$ cat config.mk
export PLATFORM = sky130hd
export DESIGN_NAME = mouse_packet_cursor_tracker
export DESIGN_NICKNAME = d
export VERILOG_FILES = /design/src/rtl/core/mpct_pkg.sv /design/src/rtl/core/mpct_front.sv /design/src/rtl/core/mpct_queue.sv /design/src/rtl/core/mpct_back.sv /design/src/rtl/core/mouse_packet_cursor_tracker.sv
export SDC_FILE = /design/constraint.sdc
export NUM_CORES = 1
export LEC_CHECK = 0
export BUFFER_PORTS_ARGS = -buffer_cell sky130_fd_sc_hd__buf_4
export CORE_MARGIN = 4
export CORE_UTILIZATION = 55
export CTS_CLUSTER_SIZE = 30
export DETAILED_ROUTE_END_ITERATION = 12
export PLACE_DENSITY = 0.82
export SYNTH_ARGS = -nofsm -noshare
export SYNTH_HDL_FRONTEND = slang
export SYNTH_SLANG_ARGS = --single-unit
$ cat constraint.sdc
create_clock -name i_clk -period 10.3 [get_ports i_clk]
set_input_delay 1.545 -clock i_clk [delete_from_list [all_inputs] [get_ports i_clk]]
set_output_delay 1.545 -clock i_clk [all_outputs]
set_load 0.005 [all_outputs]
$ cat src/rtl/core/mpct_pkg.sv
// Shared types and constants for the mouse packet cursor tracker.
`timescale 1ns / 1ps

package mpct_pkg;

    localparam int MPCT_QUEUE_DEPTH = 2;

    localparam int S_TDATA_W = 8;
    localparam int M_TDATA_W = 48;
    localparam int M_TUSER_W = 3;
    localparam int CFG_IDX_W = 2;
    localparam int CFG_DATA_W = 13;

    localparam logic [12:0] SCREEN_WIDTH_RST = 13'd1024;
    localparam logic [12:0] SCREEN_HEIGHT_RST = 13'd768;
    localparam logic [8:0] CURSOR_WIDTH_RST = 9'd16;
    localparam logic [8:0] CURSOR_HEIGHT_RST = 9'd16;

    // Sync bit of the first packet byte.
    localparam int SYNC_BIT = 3;

    typedef enum logic [CFG_IDX_W-1:0] {
        CFG_SCREEN_WIDTH = 2'd0,
        CFG_SCREEN_HEIGHT = 2'd1,
        CFG_CURSOR_WIDTH = 2'd2,
        CFG_CURSOR_HEIGHT = 2'd3
    } t_cfg_index;

    typedef enum logic [2:0] {
        EV_LPRESS = 3'd0,
        EV_RPRESS = 3'd1,
        EV_LRELEASE = 3'd2,
        EV_RRELEASE = 3'd3,
        EV_MOVE = 3'd4,
        EV_OTHER = 3'd5
    } t_event;

    typedef enum logic [1:0] {
        FR_FIRST = 2'd0,
        FR_SECOND = 2'd1,
        FR_THIRD = 2'd2
    } t_frame_state;

    typedef struct packed {
        logic [12:0] screen_width;
        logic [12:0] screen_height;
        logic [8:0] cursor_width;
        logic [8:0] cursor_height;
    } t_cfg;

    typedef struct packed {
        logic [7:0] first_byte;
        logic signed [8:0] delta_x;
        logic signed [8:0] delta_y;
    } t_packet;

endpackage

$ cat src/rtl/core/mpct_front.sv
// Byte framer: collects three-byte packets and extends the deltas.
`timescale 1ns / 1ps

module mpct_front (
    input  logic                   i_clk,
    input  logic                   i_rst_n,
    input  logic                   i_valid,
    input  logic [7:0]             i_byte,
    output logic                   o_ready,
    output logic                   o_pkt_valid,
    output mpct_pkg::t_packet      o_pkt,
    input  logic                   i_pkt_ready
);
    import mpct_pkg::*;

    t_frame_state r_state, n_state;
    logic [7:0] r_first_byte, n_first_byte;
    logic signed [8:0] r_delta_x, n_delta_x;
    logic accept;

    assign o_ready = i_pkt_ready;
    assign accept = i_valid && i_pkt_ready;

    // Next state
    always_comb begin
        n_state = r_state;
        if (accept) begin
            case (r_state)
                FR_SECOND: n_state = FR_THIRD;
                FR_THIRD: n_state = FR_FIRST;
                default: n_state = i_byte[SYNC_BIT] ? FR_SECOND : FR_FIRST;
            endcase
        end
    end

    // Outputs and captured bytes
    always_comb begin
        n_first_byte = r_first_byte;
        n_delta_x = r_delta_x;
        o_pkt_valid = 1'b0;
        case (r_state)
            FR_SECOND: begin
                if (accept) n_delta_x = {r_first_byte[4], i_byte};
            end
            FR_THIRD: begin
                o_pkt_valid = i_valid;
            end
            default: begin
                if (accept && i_byte[SYNC_BIT]) n_first_byte = i_byte;
            end
        endcase
        o_pkt.first_byte = r_first_byte;
        o_pkt.delta_x = r_delta_x;
        o_pkt.delta_y = {r_first_byte[5], i_byte};
    end

    always_ff @(posedge i_clk) begin
        if (!i_rst_n) begin
            r_state <= FR_FIRST;
            r_first_byte <= '0;
            r_delta_x <= '0;
        end else begin
            r_state <= n_state;
            r_first_byte <= n_first_byte;
            r_delta_x <= n_delta_x;
        end
    end

endmodule

$ cat src/rtl/core/mpct_queue.sv
// Short packet queue between the framer and the cursor tracker.
`timescale 1ns / 1ps

module mpct_queue #(
    parameter int DEPTH = mpct_pkg::MPCT_QUEUE_DEPTH  // at least 2
) (
    input  logic                   i_clk,
    input  logic                   i_rst_n,
    input  logic                   i_valid,
    input  mpct_pkg::t_packet      i_pkt,
    output logic                   o_ready,
    output logic                   o_valid,
    output mpct_pkg::t_packet      o_pkt,
    input  logic                   i_ready
);
    import mpct_pkg::*;

    localparam int PTR_W = $clog2(DEPTH);
    localparam int CNT_W = $clog2(DEPTH + 1);
    localparam logic [PTR_W-1:0] LAST = PTR_W'(DEPTH - 1);
    localparam logic [CNT_W-1:0] FULL = CNT_W'(DEPTH);

    t_packet r_mem [DEPTH];
    logic [PTR_W-1:0] r_wr_ptr, r_rd_ptr;
    logic [CNT_W-1:0] r_count;
    logic push, pop;

    assign o_ready = (r_count != FULL);
    assign o_valid = (r_count != '0);
    assign o_pkt = r_mem[r_rd_ptr];
    assign push = i_valid && o_ready;
    assign pop = o_valid && i_ready;

    always_ff @(posedge i_clk) begin
        if (push) r_mem[r_wr_ptr] <= i_pkt;
    end

    always_ff @(posedge i_clk) begin
        if (!i_rst_n) begin
            r_wr_ptr <= '0;
            r_rd_ptr <= '0;
            r_count <= '0;
        end else begin
            if (push) r_wr_ptr <= (r_wr_ptr == LAST) ? '0 : r_wr_ptr + 1'b1;
            if (pop) r_rd_ptr <= (r_rd_ptr == LAST) ? '0 : r_rd_ptr + 1'b1;
            if (push && !pop) r_count <= r_count + 1'b1;
            else if (pop && !push) r_count <= r_count - 1'b1;
        end
    end

endmodule

$ cat src/rtl/core/mpct_back.sv
// Cursor tracker: clamps the cursor, classifies events, holds the result register.
`timescale 1ns / 1ps

module mpct_back (
    input  logic                              i_clk,
    input  logic                              i_rst_n,
    input  mpct_pkg::t_cfg                    i_cfg,
    input  logic                              i_pkt_valid,
    input  mpct_pkg::t_packet                 i_pkt,
    output logic                              o_pkt_ready,
    output logic                              o_valid,
    output logic [mpct_pkg::M_TDATA_W-1:0]    o_data,
    output logic [mpct_pkg::M_TUSER_W-1:0]    o_user,
    input  logic                              i_ready
);
    import mpct_pkg::*;

    localparam logic signed [14:0] POS_MAX = 15'sd4095;

    function automatic logic [11:0] clamp_axis(
        input logic [11:0] pos,
        input logic signed [9:0] delta,
        input logic [12:0] screen,
        input logic [8:0] cursor
    );
        logic signed [14:0] v;
        logic signed [14:0] scr;
        logic signed [14:0] cur;
        logic [11:0] res;
        scr = signed'({2'b00, screen});
        cur = signed'({6'b000000, cursor});
        v = signed'({3'b000, pos}) + 15'(delta);
        if (v + cur > scr) v = scr - cur;
        if (v < 0) res = '0;
        else if (v > POS_MAX) res = POS_MAX[11:0];
        else res = v[11:0];
        return res;
    endfunction

    logic [11:0] r_pos_x, n_pos_x, r_pos_y, n_pos_y;
    logic r_left_held, n_left_held, r_right_held, n_right_held;
    logic r_valid;
    logic [M_TDATA_W-1:0] r_data, n_data;
    logic [M_TUSER_W-1:0] r_user;
    t_event ev;
    logic pop, lb, rb, mb, moved;
    logic signed [9:0] neg_dy;

    assign o_pkt_ready = !r_valid || i_ready;
    assign pop = i_pkt_valid && o_pkt_ready;
    assign o_valid = r_valid;
    assign o_data = r_data;
    assign o_user = r_user;

    assign lb = i_pkt.first_byte[0];
    assign rb = i_pkt.first_byte[1];
    assign mb = i_pkt.first_byte[2];
    assign moved = (i_pkt.delta_x != '0) || (i_pkt.delta_y != '0);
    assign neg_dy = -(10'(i_pkt.delta_y));

    always_comb begin
        n_pos_x = clamp_axis(r_pos_x, 10'(i_pkt.delta_x), i_cfg.screen_width,
                             i_cfg.cursor_width);
        n_pos_y = clamp_axis(r_pos_y, neg_dy, i_cfg.screen_height, i_cfg.cursor_height);
    end

    // Classify from button bits and held flags
    always_comb begin
        n_left_held = r_left_held;
        n_right_held = r_right_held;
        if (lb && !rb && !mb) begin
            n_left_held = 1'b1;
            ev = EV_LPRESS;
        end else if (!lb && rb && !mb) begin
            n_right_held = 1'b1;
            ev = EV_RPRESS;
        end else if (!lb && !rb && !mb && !moved) begin
            if (r_left_held) begin
                n_left_held = 1'b0;
                ev = EV_LRELEASE;
            end else if (r_right_held) begin
                n_right_held = 1'b0;
                ev = EV_RRELEASE;
            end else begin
                ev = EV_OTHER;
            end
        end else if (moved) begin
            ev = EV_MOVE;
        end else begin
            n_left_held = 1'b0;
            n_right_held = 1'b0;
            ev = EV_OTHER;
        end
    end

    assign n_data = {1'b0, n_pos_y, n_pos_x, i_pkt.delta_y, i_pkt.delta_x,
                     i_pkt.first_byte[7:6], mb, rb, lb};

    always_ff @(posedge i_clk) begin
        if (pop) begin
            r_data <= n_data;
            r_user <= ev;
        end
    end

    always_ff @(posedge i_clk) begin
        if (!i_rst_n) begin
            r_valid <= 1'b0;
            r_pos_x <= '0;
            r_pos_y <= '0;
            r_left_held <= 1'b0;
            r_right_held <= 1'b0;
        end else begin
            if (pop) begin
                r_valid <= 1'b1;
                r_pos_x <= n_pos_x;
                r_pos_y <= n_pos_y;
                r_left_held <= n_left_held;
                r_right_held <= n_right_held;
            end else if (i_ready) begin
                r_valid <= 1'b0;
            end
        end
    end

endmodule

$ cat src/rtl/core/mouse_packet_cursor_tracker.sv
// Top level of the mouse packet cursor tracker.
`timescale 1ns / 1ps

// Usage:
//   Slave stream (s_*) takes raw mouse bytes, one request per byte. Bytes
//   are framed into three-byte packets; a byte in the first slot whose sync
//   bit (bit 3) is clear is dropped without a result.
//   Master stream (m_*) gives one result request per completed packet:
//   buttons, overflow flags, extended deltas, clamped cursor position in
//   tdata and the event code in tuser.
//   Config channel (i_cfg_*) writes screen and cursor sizes; it is always
//   ready. Write only while no packet is in flight.
// Timing:
//   One byte accepted per cycle while the packet queue is not full. The result
//   of a packet shows on m_tvalid after its third byte is accepted and has
//   passed through the packet queue and then the tracker's result register.
//   The rate is set by the packet queue: the tracker drains one packet per
//   cycle while the master side takes results.
// Reset: framer back to the first slot, queue empty, cursor at 0,0, held
//   flags clear, sizes back to 1024x768 screen and 16x16 cursor.
// Stall: when m_tready is low the result holds; further packets fill the
//   queue, and once it is full s_tready drops until the result is taken.
module mouse_packet_cursor_tracker #(
    parameter int QUEUE_DEPTH = mpct_pkg::MPCT_QUEUE_DEPTH
) (
    input  logic                              i_clk,
    input  logic                              i_rst_n,
    // tdata: rx_byte[7:0]
    input  logic [mpct_pkg::S_TDATA_W-1:0]    s_tdata,
    input  logic                              s_tvalid,
    output logic                              s_tready,
    // tdata: btn_left[0], btn_right[1], btn_middle[2], x_overflow[3],
    //        y_overflow[4], delta_x[13:5], delta_y[22:14], cursor_x[34:23],
    //        cursor_y[46:35], zero pad[47]
    output logic [mpct_pkg::M_TDATA_W-1:0]    m_tdata,
    // tuser: event_code[2:0]
    output logic [mpct_pkg::M_TUSER_W-1:0]    m_tuser,
    output logic                              m_tvalid,
    input  logic                              m_tready,
    input  logic                              i_cfg_valid,
    output logic                              o_cfg_ready,
    input  logic [mpct_pkg::CFG_IDX_W-1:0]    i_cfg_index,
    input  logic [mpct_pkg::CFG_DATA_W-1:0]   i_cfg_data
);
    import mpct_pkg::*;

    t_cfg r_cfg;
    logic w_pkt_valid, w_pkt_ready, w_q_valid, w_q_ready;
    t_packet w_pkt, w_q_pkt;

    // Config registers: take every write, drop the upper bits of the narrow ones.
    assign o_cfg_ready = 1'b1;

    always_ff @(posedge i_clk) begin
        if (!i_rst_n) begin
            r_cfg.screen_width <= SCREEN_WIDTH_RST;
            r_cfg.screen_height <= SCREEN_HEIGHT_RST;
            r_cfg.cursor_width <= CURSOR_WIDTH_RST;
            r_cfg.cursor_height <= CURSOR_HEIGHT_RST;
        end else if (i_cfg_valid) begin
            case (t_cfg_index'(i_cfg_index))
                CFG_SCREEN_WIDTH: r_cfg.screen_width <= i_cfg_data;
                CFG_SCREEN_HEIGHT: r_cfg.screen_height <= i_cfg_data;
                CFG_CURSOR_WIDTH: r_cfg.cursor_width <= i_cfg_data[8:0];
                CFG_CURSOR_HEIGHT: r_cfg.cursor_height <= i_cfg_data[8:0];
                default: ;
            endcase
        end
    end

    // Front: frame bytes into packets.
    mpct_front u_front (
        .i_clk(i_clk),
        .i_rst_n(i_rst_n),
        .i_valid(s_tvalid),
        .i_byte(s_tdata),
        .o_ready(s_tready),
        .o_pkt_valid(w_pkt_valid),
        .o_pkt(w_pkt),
        .i_pkt_ready(w_pkt_ready)
    );

    // Queue: decouple framing from tracking.
    mpct_queue #(
        .DEPTH(QUEUE_DEPTH)
    ) u_queue (
        .i_clk(i_clk),
        .i_rst_n(i_rst_n),
        .i_valid(w_pkt_valid),
        .i_pkt(w_pkt),
        .o_ready(w_pkt_ready),
        .o_valid(w_q_valid),
        .o_pkt(w_q_pkt),
        .i_ready(w_q_ready)
    );

    // Back: move and clamp the cursor, classify, register the result.
    mpct_back u_back (
        .i_clk(i_clk),
        .i_rst_n(i_rst_n),
        .i_cfg(r_cfg),
        .i_pkt_valid(w_q_valid),
        .i_pkt(w_q_pkt),
        .o_pkt_ready(w_q_ready),
        .o_valid(m_tvalid),
        .o_data(m_tdata),
        .o_user(m_tuser),
        .i_ready(m_tready)
    );

    // A framed packet always carries the sync bit in its first byte.
    a_pkt_sync: assert property (@(posedge i_clk) disable iff (!i_rst_n)
        (w_pkt_valid && w_pkt_ready) |-> w_pkt.first_byte[SYNC_BIT])
        else $error("packet pushed without sync bit");

    // A queued packet moves to the result register whenever it is free.
    a_drain: assert property (@(posedge i_clk) disable iff (!i_rst_n)
        (w_q_valid && (!m_tvalid || m_tready)) |=> m_tvalid)
        else $error("queued packet not drained");

    // Back-pressure on the byte stream only comes from a queue holding packets.
    a_stall_cause: assert property (@(posedge i_clk) disable iff (!i_rst_n)
        !s_tready |-> w_q_valid)
        else $error("byte stream stalled with empty queue");

endmodule
==> results of run 1 <==
through the flow:
stage	util, %	total power (uW)	setup slack [ns]	std cells
after global routing	62.70	4033	2.823	1541
after floorplan	-	2564	4.043	1195
final	62.70	3767	3.405	1541
after detailed placement	59.83	3093	3.555	1509
after global placement	59.83	3046	3.866	1509
after CTS	62.70	3755	3.533	1541
routing by layer:
| layer | part of all wire, % | vias to the layer above |
|---|---|---|
| met5 | 0 | - |
| li1 | - | 4386 |
| met3 | 5.3 | 63 |
| met4 | 3.1 | 0 |
| met1 | 43 | 4291 |
| met2 | 49 | 299 |
layout make-up:
| cell class | count | area, um2 | area share [%] |
|---|---|---|---|
| multi-input cells | 874 | 6075 | 47.72 |
| flip-flops and latches | 190 | 4765 | 37.43 |
| inverters | 92 | 345.3 | 2.713 |
| well taps | 270 | 337.8 | 2.654 |
| clock buffers | 18 | 429.2 | 3.372 |
| repair buffers | 83 | 623.1 | 4.895 |
| clock inverters | 14 | 153.9 | 1.209 |
power groups by stage:
| stage | clock [uW] | combinational [uW] | sequential (uW) |
|---|---|---|---|
| 6_report | 649 | 2020 | 1100 |
| 5_1_grt | 688 | 2230 | 1120 |
| 4_1_cts | 652 | 2000 | 1100 |
| 3_5_place_dp | 0 | 1980 | 1110 |
| 3_3_place_gp | 0 | 1930 | 1110 |
| 2_1_floorplan | 0 | 1460 | 1100 |
layout by cell type (no fill, tap or decap), types with 35 or more instances in the layout:
master,Yosys,layout
nor3_1,35,35
a21oi_1,38,38
buf_4,2,83
nor2_1,63,62
xnor2_1,42,42
nand3_1,35,35
dfxtp_1,94,94
edfxtp_1,96,96
o21ai_0,40,39
a21boi_0,54,54
ha_1,94,94
nand2_1,169,169
inv_1,92,91
worst min-delay path by stage:
stage                          from              endpoint  slack (ns)  cells past startpoint
4_1_cts        u_front.r_delta_x[8]  u_queue.r_mem[1][17]        0.45                      0
5_1_grt        u_front.r_delta_x[1]  u_queue.r_mem[0][10]        0.48                      0
3_3_place_gp   u_front.r_delta_x[1]  u_queue.r_mem[0][10]        0.43                      0
3_5_place_dp   u_front.r_delta_x[1]  u_queue.r_mem[0][10]        0.44                      0
6_report       u_front.r_delta_x[8]  u_queue.r_mem[1][17]        0.46                      0
2_1_floorplan     u_back.r_pos_y[0]     u_back.r_pos_y[0]        0.42                      2
cells by family after synthesis:
family          after synthesis
simple gates                410
compound gates              268
flops                       190
buf+inv                     131
fa+ha+maj                   100
xor+xnor                     51
mux                          43
other cells                   2
cells in the mapped netlist (all sizes together), types with 16 or more instances:
library cell / count
ha: 94
a211oi: 22
nand3: 35
edfxtp: 96
clkbuf: 30
dfxtp: 94
mux2i: 31
xnor2: 42
o31ai: 23
o21a: 23
inv: 92
and2: 16
nor3: 35
o21ai: 42
nor2b: 24
nand2: 170
a21boi: 55
nor2: 63
a21oi: 38
flip-flops by register name (all words and copies together) (netlist names), 2 cells and up, named ones only:
signal / count
r_cfg: 44
u_queue.r_mem: 46
u_back.o_data: 47
u_back.o_user: 3
u_queue.r_count: 2
u_front.r_state: 2
u_front.r_first_byte: 7
u_back.r_pos_x: 12
u_back.r_pos_y: 12
u_front.r_delta_x: 9
critical path, stage by stage, from the launching register on:
cell and delay [ns]:
dfxtp_1 0.72, buf_4 0.36, mux2i_1 0.54, ha_1 0.34
nor2b_1 0.14, o2111ai_1 0.26, and2_1 0.21, xnor2_1 0.20
ha_1 0.28, o21ai_0 0.13, a21oi_1 0.22, nor2_1 0.09
o21a_1 0.24, nor3_1 0.24, xnor2_1 0.10, ha_1 0.30
nand4_1 0.11, nor2_1 0.16, o21ai_0 0.09, a21oi_1 0.15
a2bb2oi_1 0.30, or3_1 0.16, nand4b_1 0.51, nand2b_1 0.59
o31ai_1 0.34
==> results.cfg, run 1 <==
[placement]
io_buffers = 79
place.gp.congestion = 0.9432
place_area_mm2 = 0.01215
hpwl_um = 20860

[timing]
worst_slew_pin_slew_ns = 1.443
maxSlewViolCount = 0
period_needed_ns = 6.895
finalSetupTns_ns = 0
max_freq_ghz = 0.1450
finalCritPeriodShare_pct = 66.94
setup_viol = 0
hold_viol = 0
rsz0062_at_grt = no
clock_skew_ns = 0.01203
relSlewSlack_pct = 2.763
finalHoldWorstSlack_ns = 0.4581

[setup_path]
crit_end = u_back.r_pos_y[5]
worstPathArrival_ns = 7.24
rr_endpoint = u_back.r_pos_y[5]
end_kind = register
ff2ff_path_depth = 24
timing.reg2reg.setup_slack_ns = 3.41
critical_path_class = register to register
start_kind = register
required_ns = 10.64
crit_fanout = 13

[grt]
grt_first_pass_wirelength_um = 45600
grt.total_usage_pct = 24.05
antenna_found_initial = 0
grtUsageMet2_pct = 40.90
met3_usage_pct = 4.010
grt_pass1_vias = 8800
top_usage_layer = met2
met1_usage_pct = 30.97
gr-total-overflow = 0
grt_max_degree = 74

[detailed_routing]
first_iter_violations = 733
wire_per_inst_um = 18.12
antenna_left = 0
viasPerCell = 5.866
vias = 9039
firstDrtPassIters = 7
drc_errors = 0
wl_um = 27930

[layout]
antenna_cells = 0
fillers = 1673
finalNetCount = 1386
areaGrowthSynthToFinish_pct = 11.60
final_area_mm2 = 0.01273
drive_gt1_share_pct = 12.43

[job]
drv_cap = 0

[cts]
hold_buffers = 0
post-cts-setup-buffer-count = 0
cts-buffers-inserted = 17
htreeDepth = 4
path_clk_slew_ns = 0.08
cts_root_buf = clkbuf_16
cts_tree = done
cts_resized = 0
clock_latency_ns = 0.44
clock_sinks = 190
cts-root-to-sink-buffers = 2

[floorplanning]
num_rows = 52
die_w_um = 152.0
ioPinCount = 82
core_mm2 = 0.02030
die_h_um = 152.0
initial_core_util_pct = 56.19
die-area_mm2 = 0.02311

[yosys]
ys_seq_area_share_pct = 41.77
synthCells = 1195
synth_cell_types = 81
ys.flop_type = edfxtp_1
synth_top_family_by_area = simple AND/OR/NAND/NOR gates
synth-compound-area-share_pct = 16.87
synth_fa_ha_area_share_pct = 11.36
synth_edf_count = 96
synth_nets = 1323
yosysTopAreaCell = edfxtp_1
ys_async_sr_fraction_pct = 0
synth-seq-cells = 190
netlist_area_mm2 = 0.01141
synth.top_cell.area_share_pct = 25.27
avgSynthCellArea_um2 = 9.545
yosys.area_share.simple_pct = 17.08
yosys.area_share.xor_xnor_pct = 3.916
yosys_warnings = 0
synthMuxAreaShare_pct = 3.938
synth.area.top_cells = edfxtp_1, dfxtp_1, ha_1, nand2_1, a21boi_0

[power_and_ir_drop]
powerDensity_mw_per_mm2 = 295.9
p_leak_uw = 0.005028
p_clk_share_pct = 17.2
swShare_pct = 41.56
pwr-share-seq_pct = 29.2
p_int_uw = 2201
irDropWorstVdd_v = 0.0001799
p_sw_uw = 1565
p_comb_share_pct = 53.5

[run_status]
status = complete, no violations

[hold_path]
hp-class = register to register
(Power assumes the default switching activity.)
==> run 2: changes to the inputs <==
PLACE_DENSITY = 0.85   (was 0.82)
clock period = 6.31 ns   (was 10.3 ns; I/O delays follow)
==> run 2 against run 1 <==
Sequential cell count did not move. Combinational power rose by 72%. Register-to-register slack got worse by 3.0 ns. Final cell count rose by 0.84%. First-iteration DRC count rose by 7.4%. Clock power rose by 71%. Fmax rose by 16%. Sequential share of layout area fell by 0.65 points. Worst setup slack got worse by 3.0 ns. Critical path type unchanged. Critical endpoint is now u_back.o_data[30].
==> results.cfg, run 2 (same netlist as run 1, synthesis figures left out) <==
[setup_path]
worstPathArrival_ns = 6.12
required_ns = 6.50
ff2ff_path_depth = 26
crit_fanout = 11
rr_endpoint = u_back.o_data[30]
start_kind = register
end_kind = register
timing.reg2reg.setup_slack_ns = 0.38
critical_path_class = register to register

[cts]
clock_sinks = 190
cts_root_buf = clkbuf_16
path_clk_slew_ns = 0.08
clock_latency_ns = 0.45
cts-root-to-sink-buffers = 2
htreeDepth = 4
cts-buffers-inserted = 17
cts_tree = done

[timing]
hold_viol = 0
worst_slew_pin_slew_ns = 1.166
setup_viol = 0
finalCritPeriodShare_pct = 93.95
maxSlewViolCount = 0
clock_skew_ns = 0.01455
max_freq_ghz = 0.1687
period_needed_ns = 5.928
relSlewSlack_pct = 22.26
timing.final.ws_setup_ns = 0.3819

[layout]
largest_register_ffs = 47
drive_gt1_share_pct = 14.64
antenna_cells = 0
final_cell_mix = nand2_1, edfxtp_1, ha_1, dfxtp_1, buf_4
finalNetCount = 1399
final_common_cell = nand2_1
areaGrowthSynthToFinish_pct = 13.56
fillers = 1594
final_area_mm2 = 0.01295

[power_and_ir_drop]
swShare_pct = 41.93
p_sw_uw = 2686
pwr-share-seq_pct = 28.2
p_comb_share_pct = 54.4
powerDensity_mw_per_mm2 = 494.5
irDropWorstVdd_v = 0.0003025
p_int_uw = 3719
p_clk_share_pct = 17.4
p_leak_uw = 0.005121

[grt]
grt_pass1_vias = 8931
gr-total-overflow = 0
antenna_found_initial = 0
grt.total_usage_pct = 24.39
grt_max_degree = 74
grt_first_pass_wirelength_um = 45790

[detailed_routing]
vias = 9199
viasPerCell = 5.920
wire_per_inst_um = 18.48
drc_errors = 0
firstDrtPassIters = 5
antenna_left = 0
first_iter_violations = 787
wl_um = 28720

[floorplanning]
ioPinCount = 82
die_w_um = 152.0
core_mm2 = 0.02030
num_rows = 52
die-area_mm2 = 0.02311
initial_core_util_pct = 56.19
die_h_um = 152.0

[placement]
pre_cts_ws_ns = 0.2630
io_buffers = 79
hpwl_um = 21100
place_area_mm2 = 0.01221
place.gp.congestion = 0.9248

[hold_path]
hold_end = u_queue.r_mem[1][25]
hold_path_startpoint = u_front.r_first_byte[7]
hp-class = register to register
min_path_cells = 0

[run_status]
status = complete, no violations

[job]
drv_cap = 0
==> run 2: cell count changes in the layout (fill, tap and decap cells not counted), moves of 3 or more <==
cell	previous run	this run
buf_4	83	94
nor3_1	35	32
inv_12	0	3
mux2i_1	30	26
nor3_2	0	3
mux2i_2	1	5
==> run 2: what timing repair did <==
action / 4_1_cts / 5_1_grt
setup endpoints to repair: 0 / 48
buffers inserted: 0 / 4
hold buffers: 0 / 0
gates resized for setup: 0 / 21
==> run 2: worst max path at each step <==
stage          cells past startpoint  slack (ns)      from                 to
3_5_place_dp                      24        0.26  register  u_back.o_data[43]
3_3_place_gp                      25        0.37  register  u_back.o_data[35]
5_1_grt                           25       -0.07  register  u_back.o_data[24]
4_1_cts                           25        0.18  register  u_back.o_data[35]
6_report                          26        0.38  register  u_back.o_data[30]
2_1_floorplan                     30        0.05  register  u_back.o_data[27]
==> run 2: layout make-up <==
class / count / area [um2] / share of cell area (%)
Timing Repair Buffer: 96 / 728.2 / 5.622
Clock inverter: 15 / 196.4 / 1.517
Clock buffer: 17 / 425.4 / 3.284
Inverter: 92 / 345.3 / 2.666
Sequential cell: 190 / 4765 / 36.79
Tap cell: 270 / 337.8 / 2.608
Multi-Input combinational cell: 874 / 6155 / 47.52
==> run 2: stage by stage <==
stage | power [uW] | hold slack [ns] | setup TNS (ns) | cells | util [%]
after floorplan | 4185 | 0.4243 | 0 | 1195 | -
after global placement | 4988 | 0.4292 | 0 | 1518 | 60.16
after detailed placement | 5092 | 0.4445 | 0 | 1518 | 60.16
after CTS | 6252 | 0.4565 | 0 | 1550 | 63.23
after global routing | 6838 | 0.4732 | -0.4731 | 1554 | 63.81
final | 6405 | 0.4604 | 0 | 1554 | 63.81
==> run 2: metal layers <==
metal	vias to the layer above	global-route usage (%)	wire, um
li1	4415	-	-
met1	4359	31.90	11990
met2	349	39.78	13680
met3	76	4.352	1836
met4	0	10.83	1204
met5	-	0	0
==> run 2: critical path, cell delays in order, from the launching register on <==
cell	delay [ns]
dfxtp_1	0.39
buf_4	0.19
mux2_2	0.39
ha_1	0.34
nor2b_4	0.15
o2111ai_1	0.29
nand3b_1	0.18
a21o_1	0.20
a21oi_1	0.17
xnor2_1	0.14
ha_1	0.38
o21ai_0	0.11
nand2b_1	0.09
o41ai_1	0.10
a211oi_2	0.25
nand2_1	0.11
xnor2_1	0.16
ha_1	0.36
and3_1	0.17
nand3_1	0.07
o32ai_1	0.34
a31oi_2	0.10
nor3_2	0.33
a22oi_4	0.13
buf_6	0.18
mux2i_1	0.25
nor2_1	0.07
==> run 2: power groups by stage <==
stage                     registers (uW)  logic [uW]  clock network (uW)
after floorplan                     1790        2390                   0
after global placement              1830        3160                   0
after detailed placement            1820        3270                   0
after CTS                           1810        3320                1120
after global routing                1830        3820                1180
final                               1810        3480                1110
==> run 3: changes to the inputs <==
RECOVER_POWER = 100   (was not set)
SLEW_MARGIN = 25   (was not set)
==> run 3 against run 2 <==
The flow now finishes with violations (capacitance limit, slew limit). Core utilization is 0.64 points lower. Sequential share of layout area grew 0.37 points. Count of clock-buffer cells in the layout stayed put. Via count up 0.67%. Largest cell class unchanged. Critical path type unchanged. Final area down 1.0%. Register-to-register slack worse by 0.23 ns. Sequential power barely moved. Combinational power down 2%. Critical endpoint is now u_back.r_pos_y[4]. Final cell count fell by 0.13%.
==> results.cfg, run 3 (same netlist as run 1, synthesis figures left out) <==
[timing]
worst_slew_pin_slew_ns = 1.909
setup_viol = 0
finalCritPeriodShare_pct = 97.55
maxSlewViolCount = 31
max_freq_ghz = 0.1625
rsz0062_at_grt = yes
hold_viol = 0
relSlewSlack_pct = -27.25
finalHoldWorstSlack_ns = 0.4587
clock_skew_ns = 0.01087
period_needed_ns = 6.155

[floorplanning]
die_h_um = 152.0
initial_core_util_pct = 56.19
die_w_um = 152.0
core_mm2 = 0.02030
num_rows = 52
die-area_mm2 = 0.02311
ioPinCount = 82

[layout]
drive_gt1_share_pct = 11.93
areaGrowthSynthToFinish_pct = 12.42
multiInputGateArea_mm2 = 0.006142
final_common_cell = nand2_1
antenna_cells = 0
fillers = 1593
finalNetCount = 1397
final_cell_mix = nand2_1, edfxtp_1, ha_1, dfxtp_1, inv_1
final_area_mm2 = 0.01282
final_cells = 1552
final-seq-area_mm2 = 0.004765
largest_register_ffs = 47
final_core_util_pct = 63.17

[grt]
antenna_found_initial = 0
grt_pass1_vias = 8995
grt_max_degree = 74
grt.total_usage_pct = 24.47
grt_first_pass_wirelength_um = 46300
gr-total-overflow = 0

[run_status]
violations = capacitance limit, slew limit
status = finished, violations left

[power_and_ir_drop]
swShare_pct = 42.27
powerDensity_mw_per_mm2 = 494.8
p_comb_share_pct = 53.8
irDropWorstVdd_v = 0.0003232
pwr-share-seq_pct = 28.4
total_power_uw = 6344
p_sw_uw = 2681
p_int_uw = 3663
p_leak_uw = 0.005009
p_clk_share_pct = 17.7

[detailed_routing]
drc_errors = 0
first_iter_violations = 795
firstDrtPassIters = 5
antenna_left = 0
viasPerCell = 5.967
wl_um = 28860
wire_per_inst_um = 18.60
vias = 9261

[placement]
dp.cells = 1518
place_area_mm2 = 0.01221
io_buffers = 79
place.gp.congestion = 0.9248
hpwl_um = 21230

[cts]
htreeDepth = 4
clock_latency_ns = 0.45
cts-root-to-sink-buffers = 2
hold_buffers = 0
clock_sinks = 190
cts-buffers-inserted = 17
path_clk_slew_ns = 0.08
cts_root_buf = clkbuf_16
cts_tree = done

[setup_path]
critPathTopFamily = compound AO/OA/AOI/OAI gates
worstPathArrival_ns = 6.48
crit_buf_inv = 3
critical_path_class = register to register
end_kind = register
start_kind = register
critPathMaxStageDelay_ns = 0.42
crit_fanout = 16
cp_slowest_cell = fa_1
required_ns = 6.63
path_common_cell = ha_1

[job]
drv_cap = 1

[hold_path]
hp-class = register to register
==> run 3: routing by layer <==
layer | GRT usage [%] | vias to the layer above | part of all wire, % | routed length (um)
li1 | - | 4417 | - | -
met1 | 31.72 | 4379 | 42 | 12110
met2 | 39.65 | 363 | 47 | 13690
met3 | 4.437 | 102 | 6.2 | 1803
met4 | 11.94 | 0 | 4.4 | 1260
met5 | 0 | - | 0 | 0
==> run 3: metrics by stage <==
step	setup TNS, ns	setup slack, ns
2_1_floorplan	0	0.05271
3_3_place_gp	0	0.3652
3_5_place_dp	0	0.2705
4_1_cts	0	0.1448
5_1_grt	-1.244	-0.2118
6_report	0	0.1549
==> run 3: path summary, 6_finish.rpt <==
| kind | start | end | slack [ns] | depth (start not counted) |
|---|---|---|---|---|
| max | register | u_back.r_pos_y[4] | 0.15 | 26 |
| min | u_front.r_first_byte[7] | u_queue.r_mem[1][25] | 0.46 | 0 |
| min reg2reg | u_front.r_first_byte[7] | u_queue.r_mem[1][25] | 0.46 | 0 |
| max reg2reg | register | u_back.r_pos_y[4] | 0.15 | 26 |
==> run 3: cell type report <==
cell class / instances / share of cell area (%)
Inverter: 92 / 2.693
Tap cell: 270 / 2.635
Sequential cell: 190 / 37.16
Clock buffer: 17 / 3.318
Timing Repair Buffer: 94 / 4.742
Multi-Input combinational cell: 874 / 47.90
Clock inverter: 15 / 1.552
==> run 3: timing repair <==
action                     in CTS  in global routing
setup endpoints to repair       0                 48
setup buffers                   0                  2
gates resized for setup         0                 17
==> run 3: power by group through the flow <==
| stage | clock, uW | combinational, uW | sequential (uW) |
|---|---|---|---|
| 2_1_floorplan | 0 | 2390 | 1790 |
| 3_3_place_gp | 0 | 3160 | 1830 |
| 3_5_place_dp | 0 | 3280 | 1830 |
| 4_1_cts | 1130 | 3320 | 1800 |
| 5_1_grt | 1190 | 3760 | 1830 |
| 6_report | 1130 | 3410 | 1800 |
